File: src/hsvc_pkg.sv
// Package for the HSV box color classifier: widths, codes, color tables.
// No dependencies.
package hsvc_pkg;

    localparam int CLASS_COUNT_DEF = 6;
    localparam int NUM_BOXES       = 6;
    localparam int CFG_IDX_W       = 3;
    localparam int BOX_W           = 48;
    localparam logic [2:0] UNDEF_CLASS = 3'd6;

    localparam logic [CFG_IDX_W-1:0] REG_BOX0    = 3'd0;
    localparam logic [CFG_IDX_W-1:0] REG_BOX5    = 3'd5;
    localparam logic [CFG_IDX_W-1:0] REG_VIEW    = 3'd6;
    localparam logic [CFG_IDX_W-1:0] REG_CURRENT = 3'd7;

    localparam logic [1:0] MODE_PASS    = 2'd0;
    localparam logic [1:0] MODE_CURRENT = 2'd1;
    localparam logic [1:0] MODE_SEGMENT = 2'd2;
    localparam logic [1:0] MODE_MASK    = 2'd3;

    typedef struct packed {
        logic [7:0] h;
        logic [7:0] s;
        logic [7:0] v;
    } hsv_t;

    typedef struct packed {
        logic [7:0] b;
        logic [7:0] g;
        logic [7:0] r;
    } bgr_t;

    typedef struct packed {
        logic [1:0] view_mode;
        logic [2:0] current_class;
    } view_cfg_t;

    function automatic bgr_t paint_color(input logic [2:0] k);
        bgr_t c;
        unique case (k)
            3'd0:    c = '{8'd0,   8'd127, 8'd255};
            3'd1:    c = '{8'd255, 8'd0,   8'd0};
            3'd2:    c = '{8'd0,   8'd255, 8'd255};
            3'd3:    c = '{8'd0,   8'd255, 8'd0};
            3'd4:    c = '{8'd255, 8'd0,   8'd255};
            3'd5:    c = '{8'd255, 8'd255, 8'd0};
            default: c = '{8'd0,   8'd0,   8'd0};
        endcase
        return c;
    endfunction

    function automatic bgr_t contrast_color(input logic [2:0] k);
        bgr_t c;
        unique case (k)
            3'd0:    c = '{8'd255, 8'd0,   8'd0};
            3'd1:    c = '{8'd0,   8'd127, 8'd255};
            3'd2:    c = '{8'd255, 8'd0,   8'd0};
            3'd3:    c = '{8'd255, 8'd0,   8'd255};
            3'd4:    c = '{8'd0,   8'd255, 8'd0};
            3'd5:    c = '{8'd0,   8'd0,   8'd255};
            default: c = '{8'd0,   8'd0,   8'd0};
        endcase
        return c;
    endfunction

endpackage

File: src/hsvc_divider.sv
// Pipelined restoring divider, one quotient bit per stage.
// Depends on nothing; used by hsvc_convert.
module hsvc_divider #(
    parameter int NUM_W = 16,
    parameter int DEN_W = 10,
    parameter int TAG_W = 8
) (
    input  logic             clk,
    input  logic             rst_n,
    input  logic             in_valid,
    input  logic [NUM_W-1:0] num,
    input  logic [DEN_W-1:0] den,
    input  logic [TAG_W-1:0] in_tag,
    output logic             out_valid,
    output logic [NUM_W-1:0] quo,
    output logic [TAG_W-1:0] out_tag
);
    logic             valid_reg [NUM_W+1];
    logic [NUM_W-1:0] rem_reg   [NUM_W+1];
    logic [NUM_W-1:0] q_reg     [NUM_W+1];
    logic [DEN_W-1:0] den_reg   [NUM_W+1];
    logic [TAG_W-1:0] tag_reg   [NUM_W+1];

    always_comb
    begin
        valid_reg[0] = in_valid;
        rem_reg[0]   = num;
        q_reg[0]     = '0;
        den_reg[0]   = den;
        tag_reg[0]   = in_tag;
    end

    for (genvar i = 0; i < NUM_W; i++) begin : g_stage
        localparam int BIT = NUM_W - 1 - i;
        logic [NUM_W+DEN_W-1:0] shifted;
        logic                   fits;
        always_comb
        begin
            shifted = {{DEN_W{1'b0}}, rem_reg[i]} >> BIT;
            fits    = shifted >= {{NUM_W{1'b0}}, den_reg[i]};
        end
        always_ff @(posedge clk or negedge rst_n)
        begin
            if (!rst_n)
            begin
                valid_reg[i+1] <= 1'b0;
            end
            else
            begin
                valid_reg[i+1] <= valid_reg[i];
            end
        end
        always_ff @(posedge clk)
        begin
            rem_reg[i+1] <= fits ?
                rem_reg[i] - NUM_W'({{NUM_W{1'b0}}, den_reg[i]} << BIT) : rem_reg[i];
            q_reg[i+1]   <= q_reg[i] | (NUM_W'(fits) << BIT);
            den_reg[i+1] <= den_reg[i];
            tag_reg[i+1] <= tag_reg[i];
        end
    end

    assign out_valid = valid_reg[NUM_W];
    assign quo       = q_reg[NUM_W];
    assign out_tag   = tag_reg[NUM_W];
endmodule

File: src/hsvc_convert.sv
// BGR to HSV conversion pipeline: min/max stage, two dividers, hue fold.
// Depends on hsvc_pkg and hsvc_divider.
module hsvc_convert (
    input  logic          clk,
    input  logic          rst_n,
    input  logic          in_valid,
    input  hsvc_pkg::bgr_t pix,
    output logic          out_valid,
    output hsvc_pkg::bgr_t out_pix,
    output hsvc_pkg::hsv_t hsv
);
    import hsvc_pkg::*;

    localparam int TAG_W = 24 + 8 + 1;

    logic       v1_reg;
    bgr_t       p1_reg;
    logic [7:0] mx1_reg, d1_reg;
    logic [1:0] sext1_reg;
    logic       v1_next;
    logic [7:0] mx, mn;

    always_comb
    begin
        mx = pix.r;
        if (pix.g > mx) mx = pix.g;
        if (pix.b > mx) mx = pix.b;
        mn = pix.r;
        if (pix.g < mn) mn = pix.g;
        if (pix.b < mn) mn = pix.b;
        v1_next = in_valid;
    end

    always_ff @(posedge clk or negedge rst_n)
    begin
        if (!rst_n)
        begin
            v1_reg <= 1'b0;
        end
        else
        begin
            v1_reg <= v1_next;
        end
    end

    always_ff @(posedge clk)
    begin
        p1_reg  <= pix;
        mx1_reg <= mx;
        d1_reg  <= mx - mn;
        priority if (mx == pix.r) sext1_reg <= 2'd0;
        else if (mx == pix.g)     sext1_reg <= 2'd1;
        else                      sext1_reg <= 2'd2;
    end

    // numerators: num <= 10*255+255 = 2805; 60*num+d < 2^18
    logic [11:0] hnum;
    logic [17:0] h_n;
    logic [16:0] s_n;
    always_comb
    begin
        unique case (sext1_reg)
            2'd0:    hnum = 12'(p1_reg.g) + 12'(6 * d1_reg) - 12'(p1_reg.b);
            2'd1:    hnum = 12'(p1_reg.b) + 12'(8 * d1_reg) - 12'(p1_reg.r);
            default: hnum = 12'(p1_reg.r) + 12'(10 * d1_reg) - 12'(p1_reg.g);
        endcase
        h_n = 18'(hnum) * 18'd60 + 18'(d1_reg);
        s_n = 17'(d1_reg) * 17'd510 + 17'(mx1_reg);
    end

    logic              sv_o, hv_o;
    logic [16:0]       s_q;
    logic [17:0]       h_q;
    logic [TAG_W-1:0]  s_tag;
    logic              h_tag;

    hsvc_divider #(.NUM_W(17), .DEN_W(9), .TAG_W(TAG_W)) u_sdiv (
        .clk(clk), .rst_n(rst_n), .in_valid(v1_reg), .num(s_n),
        .den({mx1_reg, 1'b0}), .in_tag({p1_reg, mx1_reg, mx1_reg == 8'd0}),
        .out_valid(sv_o), .quo(s_q), .out_tag(s_tag)
    );
    hsvc_divider #(.NUM_W(18), .DEN_W(9), .TAG_W(1)) u_hdiv (
        .clk(clk), .rst_n(rst_n), .in_valid(v1_reg), .num(h_n),
        .den({d1_reg, 1'b0}), .in_tag(d1_reg == 8'd0),
        .out_valid(hv_o), .quo(h_q), .out_tag(h_tag)
    );

    // S divider is one stage shorter: delay it once to align.
    logic             sa_v_reg;
    logic [16:0]      sa_q_reg;
    logic [TAG_W-1:0] sa_tag_reg;
    always_ff @(posedge clk or negedge rst_n)
    begin
        if (!rst_n)
        begin
            sa_v_reg <= 1'b0;
        end
        else
        begin
            sa_v_reg <= sv_o;
        end
    end
    always_ff @(posedge clk)
    begin
        sa_q_reg   <= s_q;
        sa_tag_reg <= s_tag;
    end

    // h is 150..330 here; one subtraction folds it into 0..179
    logic [9:0] hf;
    logic [17:0] hx;
    always_comb
    begin
        hx = h_q;
        if (hx >= 18'd180) hx = hx - 18'd180;
        hf = 10'(hx);
    end

    logic v_reg;
    bgr_t p_reg;
    hsv_t hsv_reg;
    always_ff @(posedge clk or negedge rst_n)
    begin
        if (!rst_n)
        begin
            v_reg <= 1'b0;
        end
        else
        begin
            v_reg <= hv_o & sa_v_reg;
        end
    end
    always_ff @(posedge clk)
    begin
        p_reg     <= sa_tag_reg[TAG_W-1:9];
        hsv_reg.v <= sa_tag_reg[8:1];
        hsv_reg.s <= sa_tag_reg[0] ? 8'd0 : 8'(sa_q_reg);
        hsv_reg.h <= h_tag ? 8'd0 : 8'(hf);
    end

    assign out_valid = v_reg;
    assign out_pix   = p_reg;
    assign hsv       = hsv_reg;
endmodule

File: src/hsvc_classify.sv
// Box test, first-match class select and view-mode output mux, two stages.
// Depends on hsvc_pkg.
module hsvc_classify #(
    parameter int CLASS_COUNT = hsvc_pkg::CLASS_COUNT_DEF
) (
    input  logic                  clk,
    input  logic                  rst_n,
    input  logic                  in_valid,
    input  hsvc_pkg::bgr_t        pix,
    input  hsvc_pkg::hsv_t        hsv,
    input  logic [hsvc_pkg::BOX_W-1:0] boxes [CLASS_COUNT],
    input  hsvc_pkg::view_cfg_t   vcfg,
    output logic                  out_valid,
    output hsvc_pkg::bgr_t        out_pix,
    output logic [2:0]            class_index,
    output logic                  in_current_box
);
    import hsvc_pkg::*;

    logic [CLASS_COUNT-1:0] hit;
    for (genvar k = 0; k < CLASS_COUNT; k++) begin : g_box
        assign hit[k] = hsv.h >= boxes[k][7:0]   && hsv.h <= boxes[k][31:24] &&
                        hsv.s >= boxes[k][15:8]  && hsv.s <= boxes[k][39:32] &&
                        hsv.v >= boxes[k][23:16] && hsv.v <= boxes[k][47:40];
    end

    logic       v1_reg;
    bgr_t       p1_reg;
    logic [CLASS_COUNT-1:0] hit1_reg;
    always_ff @(posedge clk or negedge rst_n)
    begin
        if (!rst_n)
        begin
            v1_reg <= 1'b0;
        end
        else
        begin
            v1_reg <= in_valid;
        end
    end
    always_ff @(posedge clk)
    begin
        p1_reg   <= pix;
        hit1_reg <= hit;
    end

    logic [2:0] cls;
    logic       cur_ok, flag;
    bgr_t       o;
    always_comb
    begin
        cls = UNDEF_CLASS;
        for (int k = CLASS_COUNT - 1; k >= 0; k--)
            if (hit1_reg[k]) cls = 3'(k);
        cur_ok = 32'(vcfg.current_class) < CLASS_COUNT;
        flag = 1'b0;
        for (int k = 0; k < CLASS_COUNT; k++)
            if (vcfg.current_class == 3'(k)) flag = hit1_reg[k];
        o = p1_reg;
        unique case (vcfg.view_mode)
            MODE_CURRENT:
            begin
                if (!cur_ok) o = '0;
                else if (cls != vcfg.current_class) o = contrast_color(vcfg.current_class);
            end
            MODE_SEGMENT: o = paint_color(cls);
            MODE_PASS, MODE_MASK: o = p1_reg;
            default: o = p1_reg;
        endcase
    end

    logic       v2_reg;
    bgr_t       o_reg;
    logic [2:0] cls_reg;
    logic       flag_reg;
    always_ff @(posedge clk or negedge rst_n)
    begin
        if (!rst_n)
        begin
            v2_reg <= 1'b0;
        end
        else
        begin
            v2_reg <= v1_reg;
        end
    end
    always_ff @(posedge clk)
    begin
        o_reg    <= o;
        cls_reg  <= cls;
        flag_reg <= flag & cur_ok;
    end

    assign out_valid      = v2_reg;
    assign out_pix        = o_reg;
    assign class_index    = cls_reg;
    assign in_current_box = flag_reg;

    a_flag_cls: assert property (@(posedge clk) disable iff (!rst_n)
        v2_reg && flag_reg |-> cls_reg != UNDEF_CLASS)
        else $error("flag set on unmatched pixel");
    a_valid_follow: assert property (@(posedge clk) disable iff (!rst_n)
        v1_reg |=> v2_reg)
        else $error("valid lost in classify");
    a_cls_range: assert property (@(posedge clk) disable iff (!rst_n)
        v2_reg |-> (cls_reg < 3'(CLASS_COUNT) || cls_reg == UNDEF_CLASS))
        else $error("class out of range");
endmodule

File: src/hsv_box_color_classifier_top.sv
// Top level of the HSV box color classifier.
// Depends on hsvc_pkg, hsvc_convert, hsvc_classify.
//
// Usage: raise start with blue/green/red; busy is always low, so one pixel
// is taken every cycle. done goes high for one cycle once the pixel has
// passed, in order, one min/max stage, an 18-stage bit-per-stage hue
// divider, a fold stage, box test and output mux stages. Throughput is one
// pixel per cycle. Configuration uses cfg_valid/cfg_ready/cfg_index/cfg_data;
// cfg_ready is always high; write registers only while no pixel is in flight.
// Reset clears the config registers (boxes, mode, current class to zero) and
// drains the pipeline valids. The receiver cannot stall; done is never held.
module hsv_box_color_classifier_top #(
    parameter int CLASS_COUNT = hsvc_pkg::CLASS_COUNT_DEF
) (
    input  logic        clk,
    input  logic        rst_n,
    input  logic        start,
    output logic        busy,
    input  logic [7:0]  blue,
    input  logic [7:0]  green,
    input  logic [7:0]  red,
    input  logic        cfg_valid,
    output logic        cfg_ready,
    input  logic [hsvc_pkg::CFG_IDX_W-1:0] cfg_index,
    input  logic [hsvc_pkg::BOX_W-1:0]     cfg_data,
    output logic        done,
    output logic [7:0]  out_blue,
    output logic [7:0]  out_green,
    output logic [7:0]  out_red,
    output logic [2:0]  class_index,
    output logic        in_current_box
);
    import hsvc_pkg::*;

    logic [BOX_W-1:0] box_reg [CLASS_COUNT];
    view_cfg_t        vcfg_reg;

    assign busy      = 1'b0;
    assign cfg_ready = 1'b1;

    always_ff @(posedge clk or negedge rst_n)
    begin
        if (!rst_n)
        begin
            for (int k = 0; k < CLASS_COUNT; k++) box_reg[k] <= '0;
            vcfg_reg <= '0;
        end
        else if (cfg_valid && cfg_ready)
        begin
            for (int k = 0; k < CLASS_COUNT; k++)
                if (cfg_index == CFG_IDX_W'(k) && cfg_index <= REG_BOX5)
                    box_reg[k] <= cfg_data;
            if (cfg_index == REG_VIEW)    vcfg_reg.view_mode     <= cfg_data[1:0];
            if (cfg_index == REG_CURRENT) vcfg_reg.current_class <= cfg_data[2:0];
        end
    end

    logic cv_valid;
    bgr_t in_pix;
    bgr_t cv_pix;
    hsv_t cv_hsv;
    bgr_t res;

    assign in_pix = {blue, green, red};

    hsvc_convert u_convert (
        .clk(clk), .rst_n(rst_n), .in_valid(start && !busy),
        .pix(in_pix),
        .out_valid(cv_valid), .out_pix(cv_pix), .hsv(cv_hsv)
    );

    hsvc_classify #(.CLASS_COUNT(CLASS_COUNT)) u_classify (
        .clk(clk), .rst_n(rst_n), .in_valid(cv_valid), .pix(cv_pix), .hsv(cv_hsv),
        .boxes(box_reg), .vcfg(vcfg_reg), .out_valid(done), .out_pix(res),
        .class_index(class_index), .in_current_box(in_current_box)
    );

    assign out_blue  = res.b;
    assign out_green = res.g;
    assign out_red   = res.r;
endmodule

File: config.mk
export PLATFORM = sky130hd
export DESIGN_NAME = hsv_box_color_classifier_top
export DESIGN_NICKNAME = d
export VERILOG_FILES = /design/src/hsvc_pkg.sv /design/src/hsvc_divider.sv /design/src/hsvc_convert.sv /design/src/hsvc_classify.sv /design/src/hsv_box_color_classifier_top.sv
export SDC_FILE = /design/constraint.sdc
export NUM_CORES = 2
export LEC_CHECK = 0
export CORE_MARGIN = 2
export CORE_UTILIZATION = 51
export DETAILED_ROUTE_END_ITERATION = 8
export DONT_BUFFER_PORTS = 1
export GPL_TIMING_DRIVEN = 1
export PLACE_DENSITY = 0.66
export SYNTH_ARGS = -nofsm -noshare
export SYNTH_HDL_FRONTEND = slang
export SYNTH_SLANG_ARGS = --single-unit
File: constraint.sdc
create_clock -name clk -period 18.2 [get_ports clk]
set_clock_uncertainty 0.1 [all_clocks]
set_input_delay 0 -clock clk [delete_from_list [all_inputs] [get_ports clk]]
set_output_delay 0 -clock clk [all_outputs]
set_load 0.005 [all_outputs]
==> results.cfg <==
[run_status]
status = finished, final reports clean

[clocking]
clk_latency_ns = 0.79
clk_pin_slew_worst_paths_ns = 0.06
numCtsBuffers = 184
cts_tree = yes
cts-hold-fix-buffers = 205
root_buffer = clkbuf_16
numClockSinks = 1954
htree_num_levels = 4
clockBufferDepth = 3
post_cts_resized = 0
post-cts-setup-buffers = 0

[die]
die_h_um = 377
core_mm2 = 0.138
std_cell_rows = 136
die_area_mm2 = 0.142
io-pin-count = 110
start_util = 0.515
die_x_um = 377

[setup_path]
worstReg2RegEnd = u_convert.u_hdiv.q_reg[323]
r2r_start = u_convert.d1_reg[3]
critical_path.max_fanout = 12
required_ns = 18.76
critPathSlowestCell = dfxtp_1
endpoint_kind = flop
rrSetupSlack_ns = 10.24
cp_slowest_stage_delay_ns = 0.74
start_kind = flop
crit_type = reg -> reg
arrival_ns = 8.52
rr_worst_depth = 28

[synthesis]
syn_inst = 6297
syn_area_mm2 = 0.0710
synthArstFlopShare = 0.161
synth_cell_types = 77
yosysWarnings = 0
synth_edf_count = 0
synth_seq_area_share = 0.573
ys.flop_type = dfxtp_1
syn-num-nets = 7137
postSynthAreaPerCell_um2 = 11.3
ys_ff_latch = 1954

[grt]
grt-ovfl-total = 0
grt_pass1_vias = 43700
grt_pass1_wl_um = 219000
gr-usage-all-layers = 0.189
grt_max_degree = 316
antenna_found_initial = 6

[hold_path]
min_to = box_reg[162]
hp-class = in -> reg
hold_depth = 3
hp-start = cfg_data[18]

[routing]
dr.pass1.iters = 6
detail-route-antenna-nets = 0
routed_via_density = 4.97
drc_errors = 0
wire_per_inst_um = 15.5
drt-total-wl_um = 133000
drt_iter0_drc = 1855
via_count = 42600

[finish]
drive_above_1_share = 0.0767
num-fill-cells = 11200
final_util = 0.592
area_growth_pct = 15.0
layout.nets = 7448
largest_reg_flops = 525
final_cell_area_mm2 = 0.0816

[placement]
hpwl_um = 92300
gp_congestion = 0.894
postPlaceCellArea_mm2 = 0.0730
port-buffer-count = 0

[sta]
tightest_slew_ns = 1.15
setup_viol = 0
period_minus_slack_ns = 7.96
setup_tns_ns = 0
fmax_mhz = 126
period_share = 0.437
final-max-slew-violation-count = 0
rsz0062_at_grt = no
relSlewSlack = 0.216
hold_violations = 0

[job]
drv_cap = 0
## area by class of cell
class / count / area, um^2 / area share
flip-flops and latches: 1954 / 40700 / 0.499
multi-input cells: 3508 / 27200 / 0.333
clock buffers: 254 / 5310 / 0.0651
inverters: 738 / 2770 / 0.0339
well taps: 1794 / 2240 / 0.0275
repair buffers: 222 / 2220 / 0.0272
clock inverters: 94 / 1220 / 0.0149
diodes: 6 / 15.0 / 0.000184
## worst max-delay path by stage
stage,startpoint,to,cells past startpoint,slack [ns]
2_1_floorplan,u_convert.d1_reg[3],u_convert.u_hdiv.q_reg[323],28,11.31
3_3_place_gp,u_convert.d1_reg[3],u_convert.u_hdiv.q_reg[323],28,10.29
3_5_place_dp,u_convert.d1_reg[3],u_convert.u_hdiv.q_reg[323],28,10.22
4_1_cts,u_convert.d1_reg[3],u_convert.u_hdiv.q_reg[323],28,10.16
5_1_grt,u_convert.d1_reg[3],u_convert.u_hdiv.q_reg[323],28,9.66
6_report,u_convert.d1_reg[3],u_convert.u_hdiv.q_reg[323],28,10.24
## Yosys cell counts (98+ instances only)
master    instances  share of area
dfxtp_1        1639           0.46
inv_1           738          0.039
ha_1            661           0.12
o21ai_0         460          0.032
nand2_1         347          0.018
a21oi_1         329          0.023
dfrtp_1         315           0.11
nor2_1          248          0.013
xnor2_1         167          0.021
mux2_2          155          0.025
a21o_1          144          0.015
nor2b_1         112         0.0099
xor2_1          111          0.014
fa_1            100          0.028
nand2b_1         98         0.0086
## stage by stage
stage	hold WS (ns)	cells	worst slack, ns
2_1_floorplan	-0.396	6297	11.31
3_3_place_gp	-0.390	8009	10.29
3_5_place_dp	-0.388	8009	10.22
4_1_cts	0.0000621	8562	10.16
5_1_grt	0.0388	8566	9.66
6_report	0.0559	8570	10.24
## worst max-delay path: cells and delay by family, from the launching register on
family          cells  cell delay, ns
simple gates        5            1.25
mux                 1            0.26
xor+xnor            4            0.59
compound gates      8            2.27
flops               1            0.74
buf+inv             4            0.45
fa+ha+maj           6            2.16
## layer usage
metal  GRT usage  part of all wire  vias up
li1            -                 -    21700
met1       0.229              0.44    20000
met2       0.336              0.49      655
met3      0.0313             0.039      251
met4      0.0706             0.030        2
met5           0          0.000098        -
## cells in the final DEF, fill, tap and decap left out, types with 112 or more instances in the layout
| cell type | synthesis | final |
|---|---|---|
| xnor2_1 | 167 | 167 |
| a21oi_1 | 329 | 329 |
| ha_1 | 661 | 661 |
| mux2_2 | 155 | 155 |
| nor2_1 | 248 | 248 |
| dfxtp_1 | 1639 | 1639 |
| nor2b_1 | 112 | 112 |
| nand2_1 | 347 | 347 |
| dlygate4sd3_1 | 0 | 205 |
| clkbuf_16 | 0 | 187 |
| inv_1 | 738 | 738 |
| a21o_1 | 144 | 144 |
| dfrtp_1 | 315 | 315 |
| o21ai_0 | 460 | 460 |
## logic make-up (layout without fill, tap and decap cells)
group	count (synthesis)	count (layout)	synth area share
compound gates	1164	1164	0.0962
xor+xnor	278	278	0.0343
simple gates	1116	1116	0.0776
buf+inv	835	1308	0.0443
fa+ha+maj	761	761	0.145
flops	1954	1954	0.573
mux	187	187	0.0293
other cells	2	8	0.000106
Power is left out: the tool's default activity adds up to more than one toggle a clock period on the data nets, which glitch-free logic cannot reach.
